$ cat src/hw/rtl/u8d_pkg.sv
// Package for the streaming UTF-8 decoder.
// Holds the widths, constants, the queue item type and the lead byte
// classification shared by the interfaces, the front and back parts and the checker.
package u8d_pkg;

	localparam int unsigned CP_W        = 21;
	localparam int unsigned BYTE_W      = 8;
	localparam int unsigned USED_W      = 3;
	localparam int unsigned LEN_W       = 3;
	localparam int unsigned QUEUE_DEPTH = 2;

	localparam logic [CP_W-1:0] REPL_RESET = CP_W'(32'h0000_FFFD);
	localparam logic [CP_W-1:0] SURR_LO    = CP_W'(32'h0000_D800);
	localparam logic [CP_W-1:0] SURR_HI    = CP_W'(32'h0000_DFFF);
	localparam logic [CP_W-1:0] ASCII_END  = CP_W'(32'h0000_0080);

	// Sequence length codes; a lead byte that cannot start a sequence maps to LEN_BAD.
	localparam logic [LEN_W-1:0] LEN_BAD = 3'd0;
	localparam logic [LEN_W-1:0] LEN_1   = 3'd1;
	localparam logic [LEN_W-1:0] LEN_2   = 3'd2;
	localparam logic [LEN_W-1:0] LEN_3   = 3'd3;
	localparam logic [LEN_W-1:0] LEN_4   = 3'd4;

	typedef struct packed {
		logic [BYTE_W-1:0] data_byte;
		logic              end_of_stream;
		logic [LEN_W-1:0]  seq_len;
	} u8d_item_t;

	function automatic logic [LEN_W-1:0] seq_length(input logic [BYTE_W-1:0] lead);
		logic [LEN_W-1:0] len;
		if ((lead & 8'h80) == 8'h00) begin
			len = LEN_1;
		end else if ((lead & 8'hE0) == 8'hC0) begin
			len = LEN_2;
		end else if ((lead & 8'hF0) == 8'hE0) begin
			len = LEN_3;
		end else if ((lead & 8'hF8) == 8'hF0) begin
			len = LEN_4;
		end else begin
			len = LEN_BAD;
		end
		return len;
	endfunction

endpackage

$ cat src/hw/rtl/u8d_intf.sv
// Handshake channels of the UTF-8 decoder: byte input, decoded result
// and the configuration write channel. Depends on u8d_pkg for widths.
interface u8d_byte_if import u8d_pkg::*; ();
	logic              valid;
	logic              ready;
	logic [BYTE_W-1:0] data_byte;
	logic              end_of_stream;

	modport source (output valid, data_byte, end_of_stream, input ready);
	modport sink   (input valid, data_byte, end_of_stream, output ready);
endinterface

interface u8d_result_if import u8d_pkg::*; ();
	logic              valid;
	logic              ready;
	logic [CP_W-1:0]   codepoint;
	logic [USED_W-1:0] bytes_consumed;
	logic              is_error;
	logic              last_of_run;

	modport source (output valid, codepoint, bytes_consumed, is_error, last_of_run,
		input ready);
	modport sink   (input valid, codepoint, bytes_consumed, is_error, last_of_run,
		output ready);
endinterface

interface u8d_cfg_if import u8d_pkg::*; ();
	logic            valid;
	logic            ready;
	logic [CP_W-1:0] replacement_codepoint;

	modport source (output valid, replacement_codepoint, input ready);
	modport sink   (input valid, replacement_codepoint, output ready);
endinterface

$ cat src/hw/rtl/u8d_front.sv
// Front part of the UTF-8 decoder: accepts stream bytes, classifies the
// lead byte pattern and queues the items. Depends on u8d_pkg and u8d_byte_if.
module u8d_front import u8d_pkg::*; #(
	parameter int unsigned DEPTH = QUEUE_DEPTH
) (
	input  logic         clk,
	input  logic         arst_n,
	u8d_byte_if.sink     stream,
	output logic         item_valid,
	output u8d_item_t    item,
	input  logic         item_ready
);

	localparam int unsigned PTR_W = (DEPTH > 1) ? $clog2(DEPTH) : 1;
	localparam int unsigned CNT_W = $clog2(DEPTH + 1);

	u8d_item_t          queue_q [DEPTH];
	logic [PTR_W-1:0]   wr_ptr_q;
	logic [PTR_W-1:0]   rd_ptr_q;
	logic [CNT_W-1:0]   count_q;
	logic               push;
	logic               pop;

	assign stream.ready = (count_q != CNT_W'(DEPTH));
	assign push         = stream.valid && stream.ready;
	assign item_valid   = (count_q != '0);
	assign pop          = item_valid && item_ready;
	assign item         = queue_q[rd_ptr_q];

	always_ff @(posedge clk) begin
		if (push) begin
			queue_q[wr_ptr_q] <= '{data_byte:     stream.data_byte,
			                       end_of_stream: stream.end_of_stream,
			                       seq_len:       seq_length(stream.data_byte)};
		end
	end

	always_ff @(posedge clk or negedge arst_n) begin
		if (!arst_n) begin
			wr_ptr_q <= '0;
			rd_ptr_q <= '0;
			count_q  <= '0;
		end else begin
			if (push) begin
				wr_ptr_q <= (wr_ptr_q == PTR_W'(DEPTH - 1)) ? '0 : wr_ptr_q + 1'b1;
			end
			if (pop) begin
				rd_ptr_q <= (rd_ptr_q == PTR_W'(DEPTH - 1)) ? '0 : rd_ptr_q + 1'b1;
			end
			case ({push, pop})
				2'b10:   count_q <= count_q + 1'b1;
				2'b01:   count_q <= count_q - 1'b1;
				default: count_q <= count_q;
			endcase
		end
	end

endmodule

$ cat src/hw/rtl/u8d_back.sv
// Back part of the UTF-8 decoder: holds the byte window, assembles and
// checks one sequence per cycle while the result register is free, and drives the result register.
// Depends on u8d_pkg, u8d_result_if and u8d_cfg_if.
module u8d_back import u8d_pkg::*; (
	input  logic         clk,
	input  logic         arst_n,
	input  logic         item_valid,
	input  u8d_item_t    item,
	output logic         item_ready,
	u8d_cfg_if.sink      cfg,
	u8d_result_if.source results
);

	logic [BYTE_W-1:0] win_q [4];
	logic [LEN_W-1:0]  len_q [4];
	logic [2:0]        cnt_q;
	logic              eos_q;
	logic              active_q;
	logic [CP_W-1:0]   repl_q;

	logic              out_valid_q;
	logic [CP_W-1:0]   out_cp_q;
	logic [USED_W-1:0] out_used_q;
	logic              out_err_q;
	logic              out_last_q;

	logic [LEN_W-1:0]  need;
	logic              bad_lead;
	logic              short_seq;
	logic              cont_ok;
	logic              surr;
	logic              seq_ok;
	logic [CP_W-1:0]   cp;
	logic [2:0]        consumed;
	logic [2:0]        cnt_rem;
	logic              can_emit;
	logic              out_free;
	logic              emit;
	logic              more;
	logic              take;
	logic [2:0]        cnt_new;
	logic [LEN_W-1:0]  front_len;
	logic              pop_more;
	logic [BYTE_W-1:0] win_ext [8];
	logic [LEN_W-1:0]  len_ext [8];
	logic [BYTE_W-1:0] win_sh [4];
	logic [LEN_W-1:0]  len_sh [4];

	assign cfg.ready = 1'b1;

	always_comb begin
		need      = len_q[0];
		bad_lead  = (need == LEN_BAD);
		short_seq = (need > cnt_q);

		case (need)
			LEN_1:   cp = {14'd0, win_q[0][6:0]};
			LEN_2:   cp = {10'd0, win_q[0][4:0], win_q[1][5:0]};
			LEN_3:   cp = {5'd0, win_q[0][3:0], win_q[1][5:0], win_q[2][5:0]};
			LEN_4:   cp = {win_q[0][2:0], win_q[1][5:0], win_q[2][5:0], win_q[3][5:0]};
			default: cp = '0;
		endcase

		cont_ok = 1'b1;
		for (int i = 1; i < 4; i++) begin
			if (3'(i) < need && win_q[i][7:6] != 2'b10) begin
				cont_ok = 1'b0;
			end
		end

		surr     = (cp >= SURR_LO) && (cp <= SURR_HI);
		seq_ok   = !bad_lead && !short_seq && cont_ok && !surr;
		consumed = seq_ok ? need : 3'd1;
		cnt_rem  = cnt_q - consumed;

		// A truncated sequence waits for more bytes unless the stream ends here.
		can_emit = active_q && (bad_lead || !short_seq || eos_q);
		out_free = !out_valid_q || results.ready;
		emit     = can_emit && out_free;

		for (int i = 0; i < 4; i++) begin
			win_ext[i] = win_q[i];
			len_ext[i] = len_q[i];
		end
		for (int i = 4; i < 8; i++) begin
			win_ext[i] = '0;
			len_ext[i] = LEN_BAD;
		end
		for (int i = 0; i < 4; i++) begin
			win_sh[i] = win_ext[3'(i) + consumed];
			len_sh[i] = len_ext[3'(i) + consumed];
		end

		// Whether the window left after this result yields another one in this run.
		more = (cnt_rem != 3'd0) && ((len_ext[consumed] == LEN_BAD)
			|| (len_ext[consumed] <= cnt_rem) || eos_q);

		item_ready = !active_q;
		take       = item_valid && !active_q;
		cnt_new    = cnt_q + 3'd1;
		front_len  = (cnt_q == 3'd0) ? item.seq_len : len_q[0];
		pop_more   = (front_len == LEN_BAD) || (front_len <= cnt_new) || item.end_of_stream;
	end

	always_ff @(posedge clk) begin
		if (emit) begin
			for (int i = 0; i < 4; i++) begin
				win_q[i] <= win_sh[i];
				len_q[i] <= len_sh[i];
			end
		end else if (take) begin
			win_q[cnt_q[1:0]] <= item.data_byte;
			len_q[cnt_q[1:0]] <= item.seq_len;
		end
		if (emit) begin
			out_cp_q   <= seq_ok ? cp : repl_q;
			out_used_q <= consumed;
			out_err_q  <= !seq_ok;
			out_last_q <= !more;
		end
	end

	always_ff @(posedge clk or negedge arst_n) begin
		if (!arst_n) begin
			cnt_q       <= '0;
			eos_q       <= 1'b0;
			active_q    <= 1'b0;
			repl_q      <= REPL_RESET;
			out_valid_q <= 1'b0;
		end else begin
			if (cfg.valid) begin
				repl_q <= cfg.replacement_codepoint;
			end
			if (emit) begin
				cnt_q    <= cnt_rem;
				active_q <= more;
			end else if (take) begin
				cnt_q    <= cnt_new;
				eos_q    <= item.end_of_stream;
				active_q <= pop_more;
			end else if (active_q && !can_emit) begin
				active_q <= 1'b0;
			end
			if (emit) begin
				out_valid_q <= 1'b1;
			end else if (results.ready) begin
				out_valid_q <= 1'b0;
			end
		end
	end

	assign results.valid          = out_valid_q;
	assign results.codepoint      = out_cp_q;
	assign results.bytes_consumed = out_used_q;
	assign results.is_error       = out_err_q;
	assign results.last_of_run    = out_last_q;

endmodule

$ cat src/hw/rtl/utf8_stream_decoder_top.sv
// Streaming UTF-8 decoder. A byte is taken whenever the input queue has room,
// one per cycle. The decoder behind the queue takes one byte from the queue and
// then delivers one result per cycle while the result is taken, and takes no new
// byte before it is through with the results of the last one. A byte that only
// extends a pending sequence gives no result. The rate is set by the back
// decoder, which resolves one sequence per cycle while the result is taken.
// Depends on u8d_pkg, the channel interfaces, u8d_front and u8d_back.
module utf8_stream_decoder_top import u8d_pkg::*; #(
	parameter int unsigned QUEUE_DEPTH_P = QUEUE_DEPTH
) (
	input  logic          clk,
	input  logic          arst_n,
	u8d_byte_if.sink      stream,
	u8d_cfg_if.sink       cfg,
	u8d_result_if.source  results
);

	logic      item_valid;
	logic      item_ready;
	u8d_item_t item;

	u8d_front #(
		.DEPTH(QUEUE_DEPTH_P)
	) u_front (
		.clk        (clk),
		.arst_n     (arst_n),
		.stream     (stream),
		.item_valid (item_valid),
		.item       (item),
		.item_ready (item_ready)
	);

	u8d_back u_back (
		.clk        (clk),
		.arst_n     (arst_n),
		.item_valid (item_valid),
		.item       (item),
		.item_ready (item_ready),
		.cfg        (cfg),
		.results    (results)
	);

endmodule

$ cat src/flat_wrapper.sv
// flat-port wrapper written by rule: the top's interface ports become plain ports
module utf8_stream_decoder_top_flat import u8d_pkg::*;
#(
	parameter int unsigned QUEUE_DEPTH_P = QUEUE_DEPTH
)
  (clk, arst_n, stream_valid, stream_data_byte, stream_end_of_stream, stream_ready, cfg_valid, cfg_replacement_codepoint, cfg_ready, results_valid, results_codepoint, results_bytes_consumed, results_is_error, results_last_of_run, results_ready);
  u8d_byte_if stream_i ();
  u8d_cfg_if cfg_i ();
  u8d_result_if results_i ();
  input  logic clk;
  input  logic arst_n;
  input wire logic [$bits(stream_i.valid)-1:0] stream_valid;
  input wire logic [$bits(stream_i.data_byte)-1:0] stream_data_byte;
  input wire logic [$bits(stream_i.end_of_stream)-1:0] stream_end_of_stream;
  output wire logic [$bits(stream_i.ready)-1:0] stream_ready;
  input wire logic [$bits(cfg_i.valid)-1:0] cfg_valid;
  input wire logic [$bits(cfg_i.replacement_codepoint)-1:0] cfg_replacement_codepoint;
  output wire logic [$bits(cfg_i.ready)-1:0] cfg_ready;
  output wire logic [$bits(results_i.valid)-1:0] results_valid;
  output wire logic [$bits(results_i.codepoint)-1:0] results_codepoint;
  output wire logic [$bits(results_i.bytes_consumed)-1:0] results_bytes_consumed;
  output wire logic [$bits(results_i.is_error)-1:0] results_is_error;
  output wire logic [$bits(results_i.last_of_run)-1:0] results_last_of_run;
  input wire logic [$bits(results_i.ready)-1:0] results_ready;
  assign stream_i.valid = stream_valid;
  assign stream_i.data_byte = stream_data_byte;
  assign stream_i.end_of_stream = stream_end_of_stream;
  assign stream_ready = stream_i.ready;
  assign cfg_i.valid = cfg_valid;
  assign cfg_i.replacement_codepoint = cfg_replacement_codepoint;
  assign cfg_ready = cfg_i.ready;
  assign results_valid = results_i.valid;
  assign results_codepoint = results_i.codepoint;
  assign results_bytes_consumed = results_i.bytes_consumed;
  assign results_is_error = results_i.is_error;
  assign results_last_of_run = results_i.last_of_run;
  assign results_i.ready = results_ready;
  utf8_stream_decoder_top #(.QUEUE_DEPTH_P(QUEUE_DEPTH_P)) u_core (.clk(clk), .arst_n(arst_n), .stream(stream_i), .cfg(cfg_i), .results(results_i));
endmodule
$ cat config.mk
export PLATFORM = sky130hd
export DESIGN_NAME = utf8_stream_decoder_top_flat
export DESIGN_NICKNAME = d
export VERILOG_FILES = /design/src/hw/rtl/u8d_pkg.sv /design/src/hw/rtl/u8d_intf.sv /design/src/hw/rtl/u8d_front.sv /design/src/hw/rtl/u8d_back.sv /design/src/hw/rtl/utf8_stream_decoder_top.sv /design/src/flat_wrapper.sv
export SDC_FILE = /design/constraint.sdc
export NUM_CORES = 1
export LEC_CHECK = 0
export BUFFER_PORTS_ARGS = -buffer_cell sky130_fd_sc_hd__buf_2
export CAP_MARGIN = 15
export CELL_PAD_IN_SITES_DETAIL_PLACEMENT = 1
export CELL_PAD_IN_SITES_GLOBAL_PLACEMENT = 1
export CORE_UTILIZATION = 44
export CTS_CLUSTER_DIAMETER = 100
export DETAILED_ROUTE_END_ITERATION = 7
export GPL_TIMING_DRIVEN = 0
export PLACE_DENSITY_LB_ADDON = 0.1
export SLEW_MARGIN = 30
export SYNTH_ARGS = -nofsm -noshare
export SYNTH_HDL_FRONTEND = slang
export SYNTH_HIERARCHICAL = 1
export SYNTH_SLANG_ARGS = --single-unit
$ cat constraint.sdc
create_clock -name clk -period 3.6 [get_ports clk]
set_input_delay 0 -clock clk [delete_from_list [all_inputs] [get_ports clk]]
set_output_delay 0 -clock clk [all_outputs]
set_load 0.01 [all_outputs]
Yosys cells after proc, flatten, opt, wreduce, memory -nomap -nowiden
Memory sizes are Yosys's and may differ from the RTL's.
Index checks and enable logic that the tools add are counted.
- add/subtract/negate cells: 9
- multiply operators: 0
- div/mod/pow operators: 0
- $lt $le $gt $ge: 12
- eq/ne operators: 13
- shift operators: 0
- mux-type cells: 59
- bitwise gates (word level): 5
- reduce and logical (&&, ||, !) cells: 42
- operators with widths (kind ; count):
    8-bit binary-select mux with 3-bit select ; 4
    21-bit case mux with 4 select lines ; 1
    8-bit two-way mux ; 9
    3-bit two-way mux ; 18
    3-bit binary-select mux with 3-bit select ; 4
    21-bit by 16-bit >= comparator with 1-bit output, second input constant ; 1
    21-bit by 16-bit <= comparator with 1-bit output, second input constant ; 1
    21-bit two-way mux ; 1
    1-bit two-way mux ; 19
    4-bit >= comparator, second input constant ; 4
    3-bit inverter with 4-bit output ; 4
    1-bit logical AND ; 13
    3-bit logical NOT ; 4
    1-bit logical NOT ; 8
    8-bit logical NOT ; 1
    2-bit inequality test, second input constant ; 4
    2-bit nonzero test ; 4
    8-bit OR reduction ; 1
    1-bit logical OR ; 7
    2-bit by 3-bit adder with 3-bit output, first input constant ; 2
    3-bit by 2-bit == test with 1-bit output, second input constant ; 2
    3-bit == test, second input constant ; 2
    3-bit <= comparator ; 2
    2-bit by 3-bit < comparator with 1-bit output, first input constant ; 2
    other kinds (19) ; 22
- bits in registers: 57
- bits in latches: 0
- RAM bits: 68
- bits in read-only memories: 0
- bits of input ports: 35
- output and inout bits: 29
- word-level logic and storage cells: 155
- memories kept: 3
- memories (name ; words ; bits a word ; read ports ; clocked after memory_dff ; write ports ; line ; text):
    u_core.u_back.win_q ; 4 ; 8 ; 4 ; 0 ; 4 ; u8d_back.sv:14 ; logic [BYTE_W-1:0] win_q [4];
    u_core.u_front.queue_q ; 2 ; 12 ; 1 ; 0 ; 1 ; u8d_front.sv:17 ; u8d_item_t queue_q [DEPTH];
    u_core.u_back.len_q ; 4 ; 3 ; 4 ; 0 ; 4 ; u8d_back.sv:15 ; logic [LEN_W-1:0] len_q [4];

Logic depth before layout (Yosys ltp)
An unclocked memory read counts as a cell.
- depth in word-level cells: 18
- mapped depth: 22
- mapped depth without buffers: 19

Modules after synthesis
Netlist, hierarchy kept.
- by module, submodules not included (module ; times used ; cells each ; area an instance (um2) ; sequential area each (um2)):
    u8d_back ; 1 ; 568 ; 5983.2 ; 2796.4
    u8d_front ; 1 ; 60 ; 1084.8 ; 820.8

Worst setup path after synthesis
No wires, ideal clock.
- path kind: register to register
- start: memory u_core.u_back.len_q[0][0]
- end: register u_core.u_back.out_last_q (netlist: u_core/u_back/results.last_of_run), data pin
- setup time: 265 ps
- data arrival time: 3718 ps
- data required time: 3335 ps
- path slack: -383 ps
- cell stages (with the launch flop): 23
- path buffers: 3
- period minus slack after synthesis: 3983 ps
- cells stage by stage: edfxtp_1 buf_2 inv_1 clkbuf_1 ha_1 nor2b_1 o21a_1 o21ai_0 nor3b_2 inv_2 nor2_8 buf_2 inv_1 ha_1 inv_1 fa_1 inv_1 ha_1 nor2b_1 o21ai_0 inv_1 o21ai_0 o21ai_0
- RTL lines (element ; line ; text):
    start: declaration ; u8d_back.sv:15 ;
    end signal: assignment ; u8d_back.sv:119 ; out_last_q <= !more;
    end: declaration ; u8d_back.sv:25 ; logic out_last_q;

==> flow_summary_export.csv <==
group,metric,value,unit
grt,grt_usage,30.4,%
worst_setup_path,cpPeakStageDelay,0.49,ns
cells_and_area,n_fill_cell,1688,
power_and_ir_drop,peakVddDrop,0.833,mV
detailed_routing,drt_iter0_drc,498,
timing,slew_violations,0,
outcome,status,"finished with violations",
synth,ys_seq_area_share,51.2,%
synth,synthFlopType,"edfxtp_1",
worst_setup_path,cp.buffers_inverters,3,
clock_network,cts_made_buffers,17,
synth,syn-cell-area,7070,um2
detailed_routing,routedWlPerCell,24.1,um
clock_network,htree_levels,4,
worst_setup_path,critical_path.max_fanout,2,
worst_setup_path,cp-startpoint,"u_core/u_back/win_q[0][0]",
timing,fin_crit,3.82,ns
cells_and_area,insertedDiodeCount,0,
synth,syn_avg_cell_area,11.3,um2
detailed_routing,dr.pass1.iters,5,
job,cap_violations,0,
placement,place_area,7680,um2
detailed_routing,drc,0,
timing,fmax,262,MHz
die,die-area,16600,um2
cells_and_area,area_growth,26.4,%
synth,synth_edf_count,94,
clock_network,clkLatencyLatePin,0.43,ns
clock_network,clockBufferDepth,2,
timing,hold_slack,0.128,ns
synth,ys_seq_elements,125,
synth,mappedNetlistNets,679,
timing,slew_headroom,45.4,%
detailed_routing,routed_wl,23900,um
die,io_pins,64,
die,coreArea,15400,um2
clock_network,cts_sinks,125,
die,start_util,45.8,%
synth,synthDominantCellAreaShare,39.9,%
synth,synthArstFlopShare,24.8,%
worst_setup_path,path_delay_family,"simple AND/OR/NAND/NOR gates",
grt,grt_pass1_wl,36300,um
timing,setup_slack,-0.219,ns
worst_setup_path,cp.arrival,4.13,ns
die,die_w,129,um
cells_and_area,fin_area,8930,um2
timing,setup_violations,2,
placement,place_congestion,0.912,
grt,grt_antenna_before_repair,0,
worst_hold_path,hp-start,"cfg_valid",
cells_and_area,drive_gt1_share,29.7,%
synth,syn-instance-count,628,
outcome,violations,"negative setup slack",
power_and_ir_drop,power_density,1170,nW/um2
clock_network,cts_tree,"built",
cells_and_area,final_common_cell,"edfxtp_1",
worst_setup_path,crit_slowest_cell,"edfxtp_1",
timing,fin_tns_setup,-0.350,ns
cells_and_area,num-nets-final,817,
worst_setup_path,worstSetupStartpointType,"flip-flop",
timing,fin_worst_skew,0.00906,ns
grt,grt_max_degree,32,
worst_setup_path,crit_type,"reg2reg",
placement,dpl.hpwl,16100,um
synth,ys_warn_count,6,
worst_setup_path,r2r-start,"u_core/u_back/win_q[0][0]",
worst_setup_path,path_cells,"nor4_2, a41oi_2, nor4_4, nor3b_4, inv_2, nor2_8, inv_4, ha_4, inv_2, fa_2, xnor2_2, xnor2_2, ha_1, a31oi_1, o21ai_2, o31a_1",
synth,synth_area_leaders,"edfxtp_1 40%, mux2_2 5.9%, dfrtp_1 5.7%",
power_and_ir_drop,p_leak,3.50,nW
clock_network,clk_pin_slew,0.06,ns
grt,gr-total-overflow,0,
placement,port_buffers,61,
timing,tightest_slew,0.817,ns
worst_setup_path,critPathCaptureType,"flip-flop",
synth,post_synth_num_cell_types,65,
timing,period_share,106,%
timing,grt_setup_unrepaired,"true",
worst_setup_path,crit_required,3.91,ns
timing,hold_viol_final,0,
detailed_routing,vias_per_cell,6.04,
detailed_routing,vias,5982,
grt,grt_pass1_vias,6135,
worst_hold_path,hold_path_class,"in2reg",
cells_and_area,final_cell_mix,"94 x edfxtp_1, 64 x buf_2, 50 x nand2_1, 48 x nor2_1, 45 x a21oi_1",
power_and_ir_drop,finalPower,10.5,mW
die,rows,45,
die,die_h,129,um
clock_network,root_buffer,"clkbuf_16",
synth,yosys.area.top_type,"edfxtp_1",
detailed_routing,ant_nets,0,
[report_power, final]
| group | switching [mW] | internal [mW] |
|---|---|---|
| Sequential | 0.630 | 2.58 |
| Combinational | 3.36 | 2.31 |
| Clock | 0.662 | 0.941 |
| Total | 4.65 | 5.83 |
[kinds of logic (layout without fill, tap and decap cells)]
group | after synthesis | count (layout) | share of synthesized area [%]
other | 1 | 1 | 0.0531
AND/OR/NAND/NOR | 155 | 155 | 10.7
adder cells (fa/ha/maj) | 16 | 16 | 2.94
buffers and inverters | 68 | 219 | 4.20
AO/OA/AOI/OAI | 167 | 167 | 15.5
XOR/XNOR | 12 | 12 | 1.49
flip-flops | 125 | 125 | 51.2
multiplexers | 84 | 84 | 14.0
[metal layers]
layer | global-route usage (%) | wire length, um
met1 | 41.3 | 10300
met2 | 47.5 | 11100
met3 | 7.11 | 1870
met4 | 11.6 | 627
met5 | 0 | 0
[metrics by stage]
step / utilization, % / worst slack [ns] / instances
after global routing: 57.9 / -0.281 / 990
after detailed placement: 49.8 / -1.09 / 900
final: 57.9 / -0.219 / 990
after global placement: 49.7 / -0.917 / 900
after CTS: 57.1 / -0.166 / 978
after floorplan: - / 0.00515 / 628
[worst paths after layout]
check / endpoint / slack [ns] / cells past startpoint
worst max register to register: u_core/u_back/active_q / -0.22 / 16
max in group asynchronous: u_core/u_back/cnt_q[1] / 2.87 / 2
worst max-delay path: u_core/u_back/active_q / -0.22 / 16
worst min-delay path: u_core/u_back/repl_q[9] / 0.13 / 2
min in group asynchronous: u_core/u_back/results.valid / 0.19 / 2
worst min register to register: u_core/u_front/count_q[1] / 0.50 / 1
[repair_timing]
action,CTS,global route
buffers inserted,18,12
hold buffers,33,0
resized for setup,31,8
pin swaps,13,13
hold endpoints to repair,63,0
setup endpoints to repair,27,9
[final cells by class]
| cell class | instances | area [um2] | share of cell area [%] |
|---|---|---|---|
| plain buffers | 37 | 235 | 2.63 |
| clock buffers | 20 | 468 | 5.24 |
| clock inverters | 12 | 85.1 | 0.953 |
| inverters | 26 | 101 | 1.13 |
| multi-input cells | 435 | 3300 | 36.9 |
| flip-flops and latches | 125 | 3620 | 40.5 |
| well taps | 211 | 264 | 2.96 |
| repair buffers | 124 | 865 | 9.68 |
[cell usage after synthesis (all sizes together), types with 2 or more instances]
cell	n
o211ai	2
a21boi	7
nor3	5
o21a	5
xor2	2
edfxtp	94
inv	25
dfstp	15
mux2	37
or2	2
dfrtp	16
a32o	4
a32oi	4
nor3b	2
nand2b	4
o31ai	2
buf	22
and3	2
nand3	14
o221ai	15
nor2b	12
nor4	2
a31oi	5
clkbuf	20
a21oi	45
a41oi	2
or3	3
nand2	52
a22o	6
mux4	8
mux2i	39
o21ai	41
nor2	50
a22oi	8
ha	15
o22ai	2
o22a	7
xnor2	10
o2bb2ai	6
[registers in the layout, summed over array words and instances, names as in the netlist]
signal and cells:
u_core/u_front/queue_q 24, u_core/u_front/rd_ptr_q 1, u_core/u_back/eos_q 1, u_core/u_back/results.valid 1, u_core/u_back/results.bytes_consumed 3, u_core/u_back/len_q 12, u_core/u_back/cnt_q 3, u_core/u_back/win_q 32
u_core/u_back/results.is_error 1, u_core/u_front/count_q 2, u_core/u_back/results.codepoint 21, u_core/u_back/active_q 1, u_core/u_front/wr_ptr_q 1, u_core/u_back/repl_q 21, u_core/u_back/results.last_of_run 1
Note: power is estimated with default switching activity, not from simulation.
